--- src/md5_pkg.sv ---
// ----------------------------------------------------------------------------
// md5_pkg
// types, constants and round tables shared by the md5 digest core
// ----------------------------------------------------------------------------
`default_nettype none

package md5_pkg;

    typedef logic [31:0] t_word;

    // one input item
    typedef struct packed {
        logic       kind;
        logic [7:0] data_byte;
    } t_in_item;

    // one result item
    typedef struct packed {
        logic [31:0] digest_word;
        logic [1:0]  word_index;
        logic        last_word;
    } t_out_item;

    // item kinds
    localparam logic KIND_DATA = 1'b0;
    localparam logic KIND_END  = 1'b1;

    // shared unit operations
    localparam logic ALU_ADD3   = 1'b0;
    localparam logic ALU_ROTADD = 1'b1;

    // request to the shared adder unit
    typedef struct packed {
        logic        op;
        logic [31:0] x;
        logic [31:0] y;
        logic [31:0] z;
        logic [4:0]  sh;
    } t_alu_req;

    // block store write port
    typedef struct packed {
        logic        en;
        logic [3:0]  addr;
        logic [31:0] data;
    } t_blk_wr;

    localparam t_word IV [0:3] = '{
        32'h67452301, 32'hefcdab89, 32'h98badcfe, 32'h10325476
    };

    localparam logic [7:0] PAD_BYTE = 8'h80;

    localparam t_word SINE_TAB [0:63] = '{
        32'hd76aa478, 32'he8c7b756, 32'h242070db, 32'hc1bdceee,
        32'hf57c0faf, 32'h4787c62a, 32'ha8304613, 32'hfd469501,
        32'h698098d8, 32'h8b44f7af, 32'hffff5bb1, 32'h895cd7be,
        32'h6b901122, 32'hfd987193, 32'ha679438e, 32'h49b40821,
        32'hf61e2562, 32'hc040b340, 32'h265e5a51, 32'he9b6c7aa,
        32'hd62f105d, 32'h02441453, 32'hd8a1e681, 32'he7d3fbc8,
        32'h21e1cde6, 32'hc33707d6, 32'hf4d50d87, 32'h455a14ed,
        32'ha9e3e905, 32'hfcefa3f8, 32'h676f02d9, 32'h8d2a4c8a,
        32'hfffa3942, 32'h8771f681, 32'h6d9d6122, 32'hfde5380c,
        32'ha4beea44, 32'h4bdecfa9, 32'hf6bb4b60, 32'hbebfbc70,
        32'h289b7ec6, 32'heaa127fa, 32'hd4ef3085, 32'h04881d05,
        32'hd9d4d039, 32'he6db99e5, 32'h1fa27cf8, 32'hc4ac5665,
        32'hf4292244, 32'h432aff97, 32'hab9423a7, 32'hfc93a039,
        32'h655b59c3, 32'h8f0ccc92, 32'hffeff47d, 32'h85845dd1,
        32'h6fa87e4f, 32'hfe2ce6e0, 32'ha3014314, 32'h4e0811a1,
        32'hf7537e82, 32'hbd3af235, 32'h2ad7d2bb, 32'heb86d391
    };

    // per-round rotate amount, four per group of sixteen rounds
    function automatic logic [4:0] rot_amount(input logic [5:0] r);
        logic [4:0] s;
        case (r[5:4])
            2'd0: begin
                case (r[1:0])
                    2'd0: s = 5'd7;
                    2'd1: s = 5'd12;
                    2'd2: s = 5'd17;
                    default: s = 5'd22;
                endcase
            end
            2'd1: begin
                case (r[1:0])
                    2'd0: s = 5'd5;
                    2'd1: s = 5'd9;
                    2'd2: s = 5'd14;
                    default: s = 5'd20;
                endcase
            end
            2'd2: begin
                case (r[1:0])
                    2'd0: s = 5'd4;
                    2'd1: s = 5'd11;
                    2'd2: s = 5'd16;
                    default: s = 5'd23;
                endcase
            end
            default: begin
                case (r[1:0])
                    2'd0: s = 5'd6;
                    2'd1: s = 5'd10;
                    2'd2: s = 5'd15;
                    default: s = 5'd21;
                endcase
            end
        endcase
        return s;
    endfunction

    // message word used in a round
    function automatic logic [3:0] msg_index(input logic [5:0] r);
        logic [3:0] lo;
        logic [3:0] g;
        lo = r[3:0];
        case (r[5:4])
            2'd0:    g = lo;
            2'd1:    g = (lo << 2) + lo + 4'd1;
            2'd2:    g = (lo << 1) + lo + 4'd5;
            default: g = (lo << 3) - lo;
        endcase
        return g;
    endfunction

    // nonlinear round function
    function automatic t_word round_fn(input logic [5:0] r, input t_word b,
                                       input t_word c, input t_word d);
        t_word f;
        case (r[5:4])
            2'd0:    f = (b & c) | (~b & d);
            2'd1:    f = (d & b) | (~d & c);
            2'd2:    f = b ^ c ^ d;
            default: f = c ^ (b | ~d);
        endcase
        return f;
    endfunction

endpackage

`default_nettype wire

--- src/md5_alu.sv ---
// ----------------------------------------------------------------------------
// md5_alu
// shared 32-bit adder: three-operand add, or rotate-left then add
// ----------------------------------------------------------------------------
`default_nettype none

module md5_alu (
    input  md5_pkg::t_alu_req i_req,
    output logic [31:0]       o_res
);

    logic [63:0] rot_wide;

    always_comb begin
        rot_wide = {i_req.x, i_req.x} << i_req.sh;
        if (i_req.op == md5_pkg::ALU_ROTADD) begin
            o_res = i_req.y + rot_wide[63:32];
        end else begin
            o_res = i_req.x + i_req.y + i_req.z;
        end
    end

endmodule

`default_nettype wire

--- src/md5_block_store.sv ---
// ----------------------------------------------------------------------------
// md5_block_store
// sixteen-word message block memory, one write and one registered read port
// ----------------------------------------------------------------------------
`default_nettype none

module md5_block_store (
    input  logic             i_clk,
    input  md5_pkg::t_blk_wr i_wr,
    input  logic             i_rd_en,
    input  logic [3:0]       i_rd_addr,
    output logic [31:0]      o_rd_data
);

    logic [31:0] mem [0:15];
    logic [31:0] r_q;

    always_ff @(posedge i_clk) begin
        if (i_wr.en) begin
            mem[i_wr.addr] <= i_wr.data;
        end
    end

    always_ff @(posedge i_clk) begin
        if (i_rd_en) begin
            r_q <= mem[i_rd_addr];
        end
    end

    assign o_rd_data = r_q;

endmodule

`default_nettype wire

--- src/md5_digest_core.sv ---
// ----------------------------------------------------------------------------
// md5_digest_core
// md5 digest of a byte stream, one byte per item, rounds on a shared adder
// ----------------------------------------------------------------------------
//
//  channel   direction  handshake                  payload
//  -------   ---------  -------------------------  ------------------------
//  input     in         i_in_valid / o_in_ready    i_in  (kind, data_byte)
//  output    out        o_out_valid / i_out_ready  o_out (digest_word,
//                                                         word_index, last_word)
//
//  a data byte is taken while idle; the byte that fills the block starts a
//  compression of 64 rounds of three phases each plus a four-step chaining
//  update, serialized by the single shared adder and the one-read-port store
//  an end item takes up to 16 padding writes per block, one or two
//  compressions, and then four output items, each waiting on i_out_ready
//  reset (i_rst_n low, synchronous) loads the initial chaining value and
//  clears the byte count; the block store holds no reset
//  o_in_ready is high only while idle, so no item enters during a compression
//  or while digest words are pending
//
`default_nettype none

module md5_digest_core (
    input  logic                i_clk,
    input  logic                i_rst_n,
    input  logic                i_in_valid,
    output logic                o_in_ready,
    input  md5_pkg::t_in_item   i_in,
    output logic                o_out_valid,
    input  logic                i_out_ready,
    output md5_pkg::t_out_item  o_out
);

    // sequencer states
    localparam logic [2:0] S_IDLE = 3'd0;   // taking items
    localparam logic [2:0] S_PAD  = 3'd1;   // writing padding words
    localparam logic [2:0] S_RND  = 3'd2;   // 64 rounds
    localparam logic [2:0] S_ADD  = 3'd3;   // chaining value update
    localparam logic [2:0] S_OUT  = 3'd4;   // digest words out

    // round phases
    localparam logic [1:0] PH_SUM_A  = 2'd0; // tmp = a + k, fetch message word
    localparam logic [1:0] PH_SUM_FM = 2'd1; // tmp += f + m
    localparam logic [1:0] PH_ROT    = 2'd2; // b' = b + rotl(tmp)

    logic [2:0]  r_state, n_state;
    logic [63:0] r_count, n_count;      // message bytes so far
    logic [31:0] r_word, n_word;        // word being assembled from bytes
    logic [3:0]  r_wp, n_wp;            // padding word pointer
    logic        r_first, n_first;      // next pad word carries the terminator
    logic        r_two, n_two;          // padding spills into a second block
    logic        r_final, n_final;      // compression belongs to the end item
    logic [5:0]  r_round, n_round;
    logic [1:0]  r_phase, n_phase;
    logic [31:0] r_tmp, n_tmp;
    logic [31:0] r_a, n_a, r_b, n_b, r_c, n_c, r_d, n_d;
    logic [31:0] r_cv [0:3];
    logic [31:0] n_cv [0:3];
    logic [1:0]  r_oidx, n_oidx;

    md5_pkg::t_alu_req alu_req;
    logic [31:0]       alu_res;
    md5_pkg::t_blk_wr  blk_wr;
    logic              rd_en;
    logic [3:0]        rd_addr;
    logic [31:0]       rd_data;

    logic        in_fire;
    logic        out_fire;
    logic [5:0]  pos;
    logic [4:0]  byte_sh;
    logic [31:0] asm_word;
    logic [31:0] term_word;
    logic [63:0] bit_len;
    logic [31:0] pad_word;

    md5_alu u_alu (
        .i_req (alu_req),
        .o_res (alu_res)
    );

    md5_block_store u_store (
        .i_clk     (i_clk),
        .i_wr      (blk_wr),
        .i_rd_en   (rd_en),
        .i_rd_addr (rd_addr),
        .o_rd_data (rd_data)
    );

    assign o_in_ready  = (r_state == S_IDLE);
    assign o_out_valid = (r_state == S_OUT);
    assign in_fire     = i_in_valid && o_in_ready;
    assign out_fire    = o_out_valid && i_out_ready;

    // digest words leave from the head of the rotating chaining registers
    assign o_out.digest_word = r_cv[0];
    assign o_out.word_index  = r_oidx;
    assign o_out.last_word   = (r_oidx == 2'd3);

    // byte placement inside the current word, little-endian
    assign pos      = r_count[5:0];
    assign byte_sh  = {pos[1:0], 3'b000};
    assign asm_word = (pos[1:0] == 2'd0) ? {24'd0, i_in.data_byte}
                                         : r_word | ({24'd0, i_in.data_byte} << byte_sh);
    assign term_word = (pos[1:0] == 2'd0) ? {24'd0, md5_pkg::PAD_BYTE}
                                          : r_word | ({24'd0, md5_pkg::PAD_BYTE} << byte_sh);
    assign bit_len  = {r_count[60:0], 3'b000};

    // padding word: terminator word first, length in words 14 and 15 of the
    // last block, zero elsewhere
    always_comb begin
        if (r_first) begin
            pad_word = r_word;
        end else if (!r_two && r_wp == 4'd14) begin
            pad_word = bit_len[31:0];
        end else if (!r_two && r_wp == 4'd15) begin
            pad_word = bit_len[63:32];
        end else begin
            pad_word = 32'd0;
        end
    end

    // block store write port
    always_comb begin
        blk_wr.en   = 1'b0;
        blk_wr.addr = pos[5:2];
        blk_wr.data = asm_word;
        if (r_state == S_IDLE) begin
            blk_wr.en = in_fire && (i_in.kind == md5_pkg::KIND_DATA) && (pos[1:0] == 2'd3);
        end else if (r_state == S_PAD) begin
            blk_wr.en   = 1'b1;
            blk_wr.addr = r_wp;
            blk_wr.data = pad_word;
        end
    end

    // message word fetch happens in the first phase of each round
    assign rd_en   = (r_state == S_RND) && (r_phase == PH_SUM_A);
    assign rd_addr = md5_pkg::msg_index(r_round);

    // shared adder operand selection
    always_comb begin
        alu_req.op = md5_pkg::ALU_ADD3;
        alu_req.x  = r_a;
        alu_req.y  = md5_pkg::SINE_TAB[r_round];
        alu_req.z  = 32'd0;
        alu_req.sh = md5_pkg::rot_amount(r_round);
        if (r_state == S_RND) begin
            case (r_phase)
                PH_SUM_A: begin
                    alu_req.x = r_a;
                end
                PH_SUM_FM: begin
                    alu_req.x = r_tmp;
                    alu_req.y = md5_pkg::round_fn(r_round, r_b, r_c, r_d);
                    alu_req.z = rd_data;
                end
                PH_ROT: begin
                    alu_req.op = md5_pkg::ALU_ROTADD;
                    alu_req.x  = r_tmp;
                    alu_req.y  = r_b;
                end
                default: begin
                    alu_req.x = r_a;
                end
            endcase
        end else if (r_state == S_ADD) begin
            // chaining add: cv head plus work register a
            alu_req.x = r_cv[0];
            alu_req.y = r_a;
        end
    end

    // sequencer
    always_comb begin
        n_state = r_state;
        n_count = r_count;
        n_word  = r_word;
        n_wp    = r_wp;
        n_first = r_first;
        n_two   = r_two;
        n_final = r_final;
        n_round = r_round;
        n_phase = r_phase;
        n_tmp   = r_tmp;
        n_a     = r_a;
        n_b     = r_b;
        n_c     = r_c;
        n_d     = r_d;
        n_oidx  = r_oidx;
        for (int k = 0; k < 4; k++) begin
            n_cv[k] = r_cv[k];
        end

        case (r_state)
            S_IDLE: begin
                if (in_fire) begin
                    if (i_in.kind == md5_pkg::KIND_DATA) begin
                        n_word  = asm_word;
                        n_count = r_count + 64'd1;
                        if (pos == 6'd63) begin
                            // block full, compress it
                            n_final = 1'b0;
                            n_round = 6'd0;
                            n_phase = PH_SUM_A;
                            n_a     = r_cv[0];
                            n_b     = r_cv[1];
                            n_c     = r_cv[2];
                            n_d     = r_cv[3];
                            n_state = S_RND;
                        end
                    end else begin
                        // end of message: fill the rest of the block
                        n_word  = term_word;
                        n_wp    = pos[5:2];
                        n_first = 1'b1;
                        n_two   = (pos[5:3] == 3'd7);
                        n_state = S_PAD;
                    end
                end
            end
            S_PAD: begin
                n_first = 1'b0;
                n_wp    = r_wp + 4'd1;
                if (r_wp == 4'd15) begin
                    n_final = 1'b1;
                    n_round = 6'd0;
                    n_phase = PH_SUM_A;
                    n_a     = r_cv[0];
                    n_b     = r_cv[1];
                    n_c     = r_cv[2];
                    n_d     = r_cv[3];
                    n_state = S_RND;
                end
            end
            S_RND: begin
                case (r_phase)
                    PH_SUM_A: begin
                        n_tmp   = alu_res;
                        n_phase = PH_SUM_FM;
                    end
                    PH_SUM_FM: begin
                        n_tmp   = alu_res;
                        n_phase = PH_ROT;
                    end
                    PH_ROT: begin
                        n_a     = r_d;
                        n_b     = alu_res;
                        n_c     = r_b;
                        n_d     = r_c;
                        n_phase = PH_SUM_A;
                        n_round = r_round + 6'd1;
                        if (r_round == 6'd63) begin
                            n_round = 6'd0;
                            n_state = S_ADD;
                        end
                    end
                    default: begin
                        n_phase = PH_SUM_A;
                    end
                endcase
            end
            S_ADD: begin
                // rotate both register sets; after four steps order is restored
                n_cv[0] = r_cv[1];
                n_cv[1] = r_cv[2];
                n_cv[2] = r_cv[3];
                n_cv[3] = alu_res;
                n_a     = r_b;
                n_b     = r_c;
                n_c     = r_d;
                n_d     = r_a;
                n_round = r_round + 6'd1;
                if (r_round[1:0] == 2'd3) begin
                    n_round = 6'd0;
                    if (!r_final) begin
                        n_state = S_IDLE;
                    end else if (r_two) begin
                        // second padding block: zeros and the length
                        n_two   = 1'b0;
                        n_wp    = 4'd0;
                        n_state = S_PAD;
                    end else begin
                        n_oidx  = 2'd0;
                        n_state = S_OUT;
                    end
                end
            end
            S_OUT: begin
                if (out_fire) begin
                    n_oidx  = r_oidx + 2'd1;
                    n_cv[0] = r_cv[1];
                    n_cv[1] = r_cv[2];
                    n_cv[2] = r_cv[3];
                    n_cv[3] = r_cv[0];
                    if (r_oidx == 2'd3) begin
                        // next message starts fresh
                        for (int k = 0; k < 4; k++) begin
                            n_cv[k] = md5_pkg::IV[k];
                        end
                        n_count = 64'd0;
                        n_state = S_IDLE;
                    end
                end
            end
            default: begin
                n_state = S_IDLE;
            end
        endcase
    end

    // control and state registers
    always_ff @(posedge i_clk) begin
        if (!i_rst_n) begin
            r_state <= S_IDLE;
            r_count <= 64'd0;
            r_first <= 1'b0;
            r_two   <= 1'b0;
            r_final <= 1'b0;
            r_round <= 6'd0;
            r_phase <= PH_SUM_A;
            r_oidx  <= 2'd0;
            r_a     <= 32'd0;
            r_b     <= 32'd0;
            r_c     <= 32'd0;
            r_d     <= 32'd0;
            for (int k = 0; k < 4; k++) begin
                r_cv[k] <= md5_pkg::IV[k];
            end
        end else begin
            r_state <= n_state;
            r_count <= n_count;
            r_first <= n_first;
            r_two   <= n_two;
            r_final <= n_final;
            r_round <= n_round;
            r_phase <= n_phase;
            r_oidx  <= n_oidx;
            r_a     <= n_a;
            r_b     <= n_b;
            r_c     <= n_c;
            r_d     <= n_d;
            for (int k = 0; k < 4; k++) begin
                r_cv[k] <= n_cv[k];
            end
        end
    end

    // datapath registers
    always_ff @(posedge i_clk) begin
        r_word <= n_word;
        r_wp   <= n_wp;
        r_tmp  <= n_tmp;
    end

endmodule

`default_nettype wire

--- config.mk ---
export PLATFORM = sky130hd
export DESIGN_NAME = md5_digest_core
export DESIGN_NICKNAME = d
export VERILOG_FILES = /design/src/md5_pkg.sv /design/src/md5_alu.sv /design/src/md5_block_store.sv /design/src/md5_digest_core.sv
export SDC_FILE = /design/constraint.sdc
export NUM_CORES = 2
export LEC_CHECK = 0
export BUFFER_PORTS_ARGS = -buffer_cell sky130_fd_sc_hd__buf_2
export CORE_UTILIZATION = 45
export DETAILED_ROUTE_END_ITERATION = 7
export PLACE_DENSITY = 0.68
export SETUP_SLACK_MARGIN = 0.2
export SYNTH_ARGS = -nofsm -noshare
export SYNTH_HDL_FRONTEND = slang
export SYNTH_SLANG_ARGS = --single-unit
--- constraint.sdc ---
create_clock -name i_clk -period 7.1 [get_ports i_clk]
set_clock_uncertainty 0.2 [all_clocks]
set_input_delay 0.355 -clock i_clk [delete_from_list [all_inputs] [get_ports i_clk]]
set_output_delay 0.355 -clock i_clk [all_outputs]
set_load 0.01 [all_outputs]
==> flow_summary.ini <==
[power_and_ir_drop]
power.density_nw_per_um2 = 274
p_leak_nw = 20.3
ir_drop_v = 0.000301

[floorplanning]
io_pins = 50
dieArea_sq_um = 117000
rows = 124
die_h_um = 343
die_w_um = 343
initial_core_util_pct = 45.5
core_area_sq_um = 115000

[sta]
period_needed_ps = 6580
finalSetupViolCount = 0
rsz0062_at_grt = no
tightest_slew_ps = 1290
max_slew_margin_pct = 14.1
timing.hold.ws_ps = 259
period_share_pct = 92.7
hold_viol_final = 0
slew_viol_final = 0
max_freq_mhz = 152
tns_ps = 0

[hold_path]
holdCritPathClass = flop to flop
worst_hold_path.num_cells = 2
min_from = r_cv[0][112]
whs_endpoint = r_cv[0][80]

[finish]
finish.utilization_pct = 51.3
nNetsFinal = 5353
num_antenna_cells = 0
nFillCells = 10100
fin_area_sq_um = 58800
seqCellArea_sq_um = 25100
drive_above_1_share_pct = 14.3
multi_input_area_sq_um = 25500
area_growth_pct = 12.6

[place]
post_dp_cell_area_sq_um = 55200
dp_hpwl_um = 119000
io_buffers = 49
place_congestion = 1.05

[clock_network]
cts_tree = built
clk_root_buffer_cell = clkbuf_16
cts_buffers = 99
cts_num_sinks = 945
max-clock-path-buffers = 3
clk_pin_slew_worst_paths_ps = 60
htreeDepth = 3
clkLatencyLatePin_ps = 720

[route]
routed_wl_um = 178000
routed.top_layer = met4
drtPass1Iterations = 8
drcViolationCount = 4
ant_nets = 0
routedWlPerCell_um = 26.2
wl_met1_um = 72500
vias_per_cell = 6.35
wl_met2_um = 83100
dr_wl_met3_um = 13800
route.vias.total = 43200
drt_iter0_markers = 4721

[synthesis]
yosysWarningCount = 0
synth_top_family_by_area = compound AO/OA/AOI/OAI gates
synthMuxAreaShare_pct = 10.8
synth-compound-area-share_pct = 17.3
synth_area_leaders = edfxtp_1 (35%), dfxtp_1 (13%), mux4_2 (5.9%)
ys_ff_latch = 945
synth.largest_area_cell = edfxtp_1
yosysMostFrequentCell = edfxtp_1
synth_cells = 5188
synth.avg_cell_area_sq_um = 10.1
synth_edf_count = 612
synth-xor-area-share_pct = 2.42
netlist_area_sq_um = 52200
yosysTopAreaCellShare_pct = 35.2
synthTopCellsByCount = edfxtp_1 (612), nand2_1 (539), a21oi_1 (524), nor2_1 (470), o21ai_0 (358)
syn_nets = 5334
synth-simple-area-share_pct = 13.7
ys_types = 82
yosysSeqAreaShare_pct = 48.0
async_reset_ff_share_pct = 0
synth_fa_ha_area_share_pct = 3.70
synth_ff_type = edfxtp_1

[critical_path]
reg2reg_slack_ps = 520
cp_max_fo = 18
cp-end-kind = flop
worstRegToRegCells = 24
r2r-end = r_cv[0][127]
setup.worst_path.class = flop to flop
required_ps = 7500
reg2reg_from = r_round[0]
cp_data_arrival_time_ps = 6980
startpoint_type = flop

[global_routing]
grt_pass1_vias = 40700
track_usage_pct = 29.9
antenna_found_initial = 1
grt_max_degree = 127
grt_overflow = 0
grt_pass1_wl_um = 265000

[run]
drv_cap = 0

[status]
violations = design-rule violations
outcome = finished with violations
-- critical path, cell delays in order, from the launching register on --
cell	delay [ps]
dfxtp_1	370
inv_1	160
ha_1	380
buf_12	180
nand2_1	280
nor2_1	120
o311a_1	340
a31oi_1	400
a31oi_1	280
a21oi_1	470
fa_1	520
ha_1	360
and3_1	250
nand3_1	140
nor3_1	280
nand4_1	190
nand2_1	210
a31oi_1	140
o21ai_0	220
buf_4	140
xnor2_1	70
mux2i_1	270
xnor2_1	130
buf_4	150
a221oi_2	240
-- routing by layer --
layer / track usage, % / vias to the layer above
met5: 0 / -
met4: 13.5 / 0
met3: 4.22 / 443
met2: 47.9 / 2195
met1: 40.1 / 21200
li1: - / 19300
-- cells in the final DEF, fill, tap and decap left out, types with 48 or more instances in the layout --
cell,n
ha_1,93
o21ai_0,354
inv_1,79
clkbuf_16,100
a21oi_1,513
xor2_1,60
nor2_1,451
nor3_1,99
mux4_2,136
mux2i_1,241
buf_4,281
nand3_1,170
nand2_1,536
a211oi_1,70
xnor2_1,83
nor2b_1,51
dfxtp_1,325
and2_1,51
o211ai_1,141
buf_2,48
edfxtp_1,612
-- flip-flops by register name, summed over array words and instances, names as in the netlist, named ones only --
register	cells
u_store.o_rd_data	32
r_first	1
r_two	1
r_final	1
r_oidx	2
r_word	30
r_tmp	32
r_count	61
r_phase	2
r_wp	4
u_store.mem	512
r_state	3
r_round	6
r_b	32
r_c	32
r_d	32
r_cv	128
r_a	32
-- cell type report --
cell class	instances	area share (%)
Sequential cell	945	42.6
Tap cell	1512	3.22
Clock buffer	124	4.48
Inverter	82	0.532
Multi-Input combinational cell	3723	43.3
Clock inverter	60	1.17
Timing Repair Buffer	356	4.69
-- stage by stage --
| stage | cells | total power (W) | worst slack [ps] |
|---|---|---|---|
| global route | 6802 | 0.0167 | 207 |
| floorplan | 5188 | 0.00921 | 249 |
| finish | 6802 | 0.0161 | 517 |
| detailed placement | 6603 | 0.0108 | 194 |
| global placement | 6603 | 0.0108 | 307 |
| CTS | 6800 | 0.0161 | 226 |
-- worst max path at each step --
stage          startpoint  slack (ps)      endpoint
5_1_grt        r_round[0]         210     r_tmp[30]
3_3_place_gp   r_phase[1]         310     r_tmp[30]
6_report       r_round[0]         520  r_cv[0][127]
4_1_cts        r_phase[0]         230     r_tmp[30]
3_5_place_dp   r_phase[0]         190  r_cv[0][127]
2_1_floorplan  r_round[1]         250     r_tmp[31]
-- report_power, final --
part	total (W)	internal, W	switching (W)
Clock	0.00530	0.00299	0.00231
Combinational	0.00415	0.00142	0.00272
Sequential	0.00668	0.00639	0.000285
-- logic make-up (layout without fill, tap and decap cells) --
kind of cell | Yosys count | in the layout
AND/OR/NAND/NOR | 1582 | 1582
multiplexers | 393 | 393
flip-flops | 945 | 945
AO/OA/AOI/OAI | 1471 | 1471
XOR/XNOR | 144 | 144
adder cells (fa/ha/maj) | 133 | 133
buffers and inverters | 520 | 622
-- what timing repair did --
action | 4_1_cts | 5_1_grt
hold buffers | 13 | 0
pin swaps | 0 | 1
buffers inserted | 0 | 2
endpoints found under the hold margin | 66 | 0
endpoints found under the setup margin | 1 | 42
gates resized for setup | 2 | 22
Note: power is estimated with default switching activity, not from simulation.
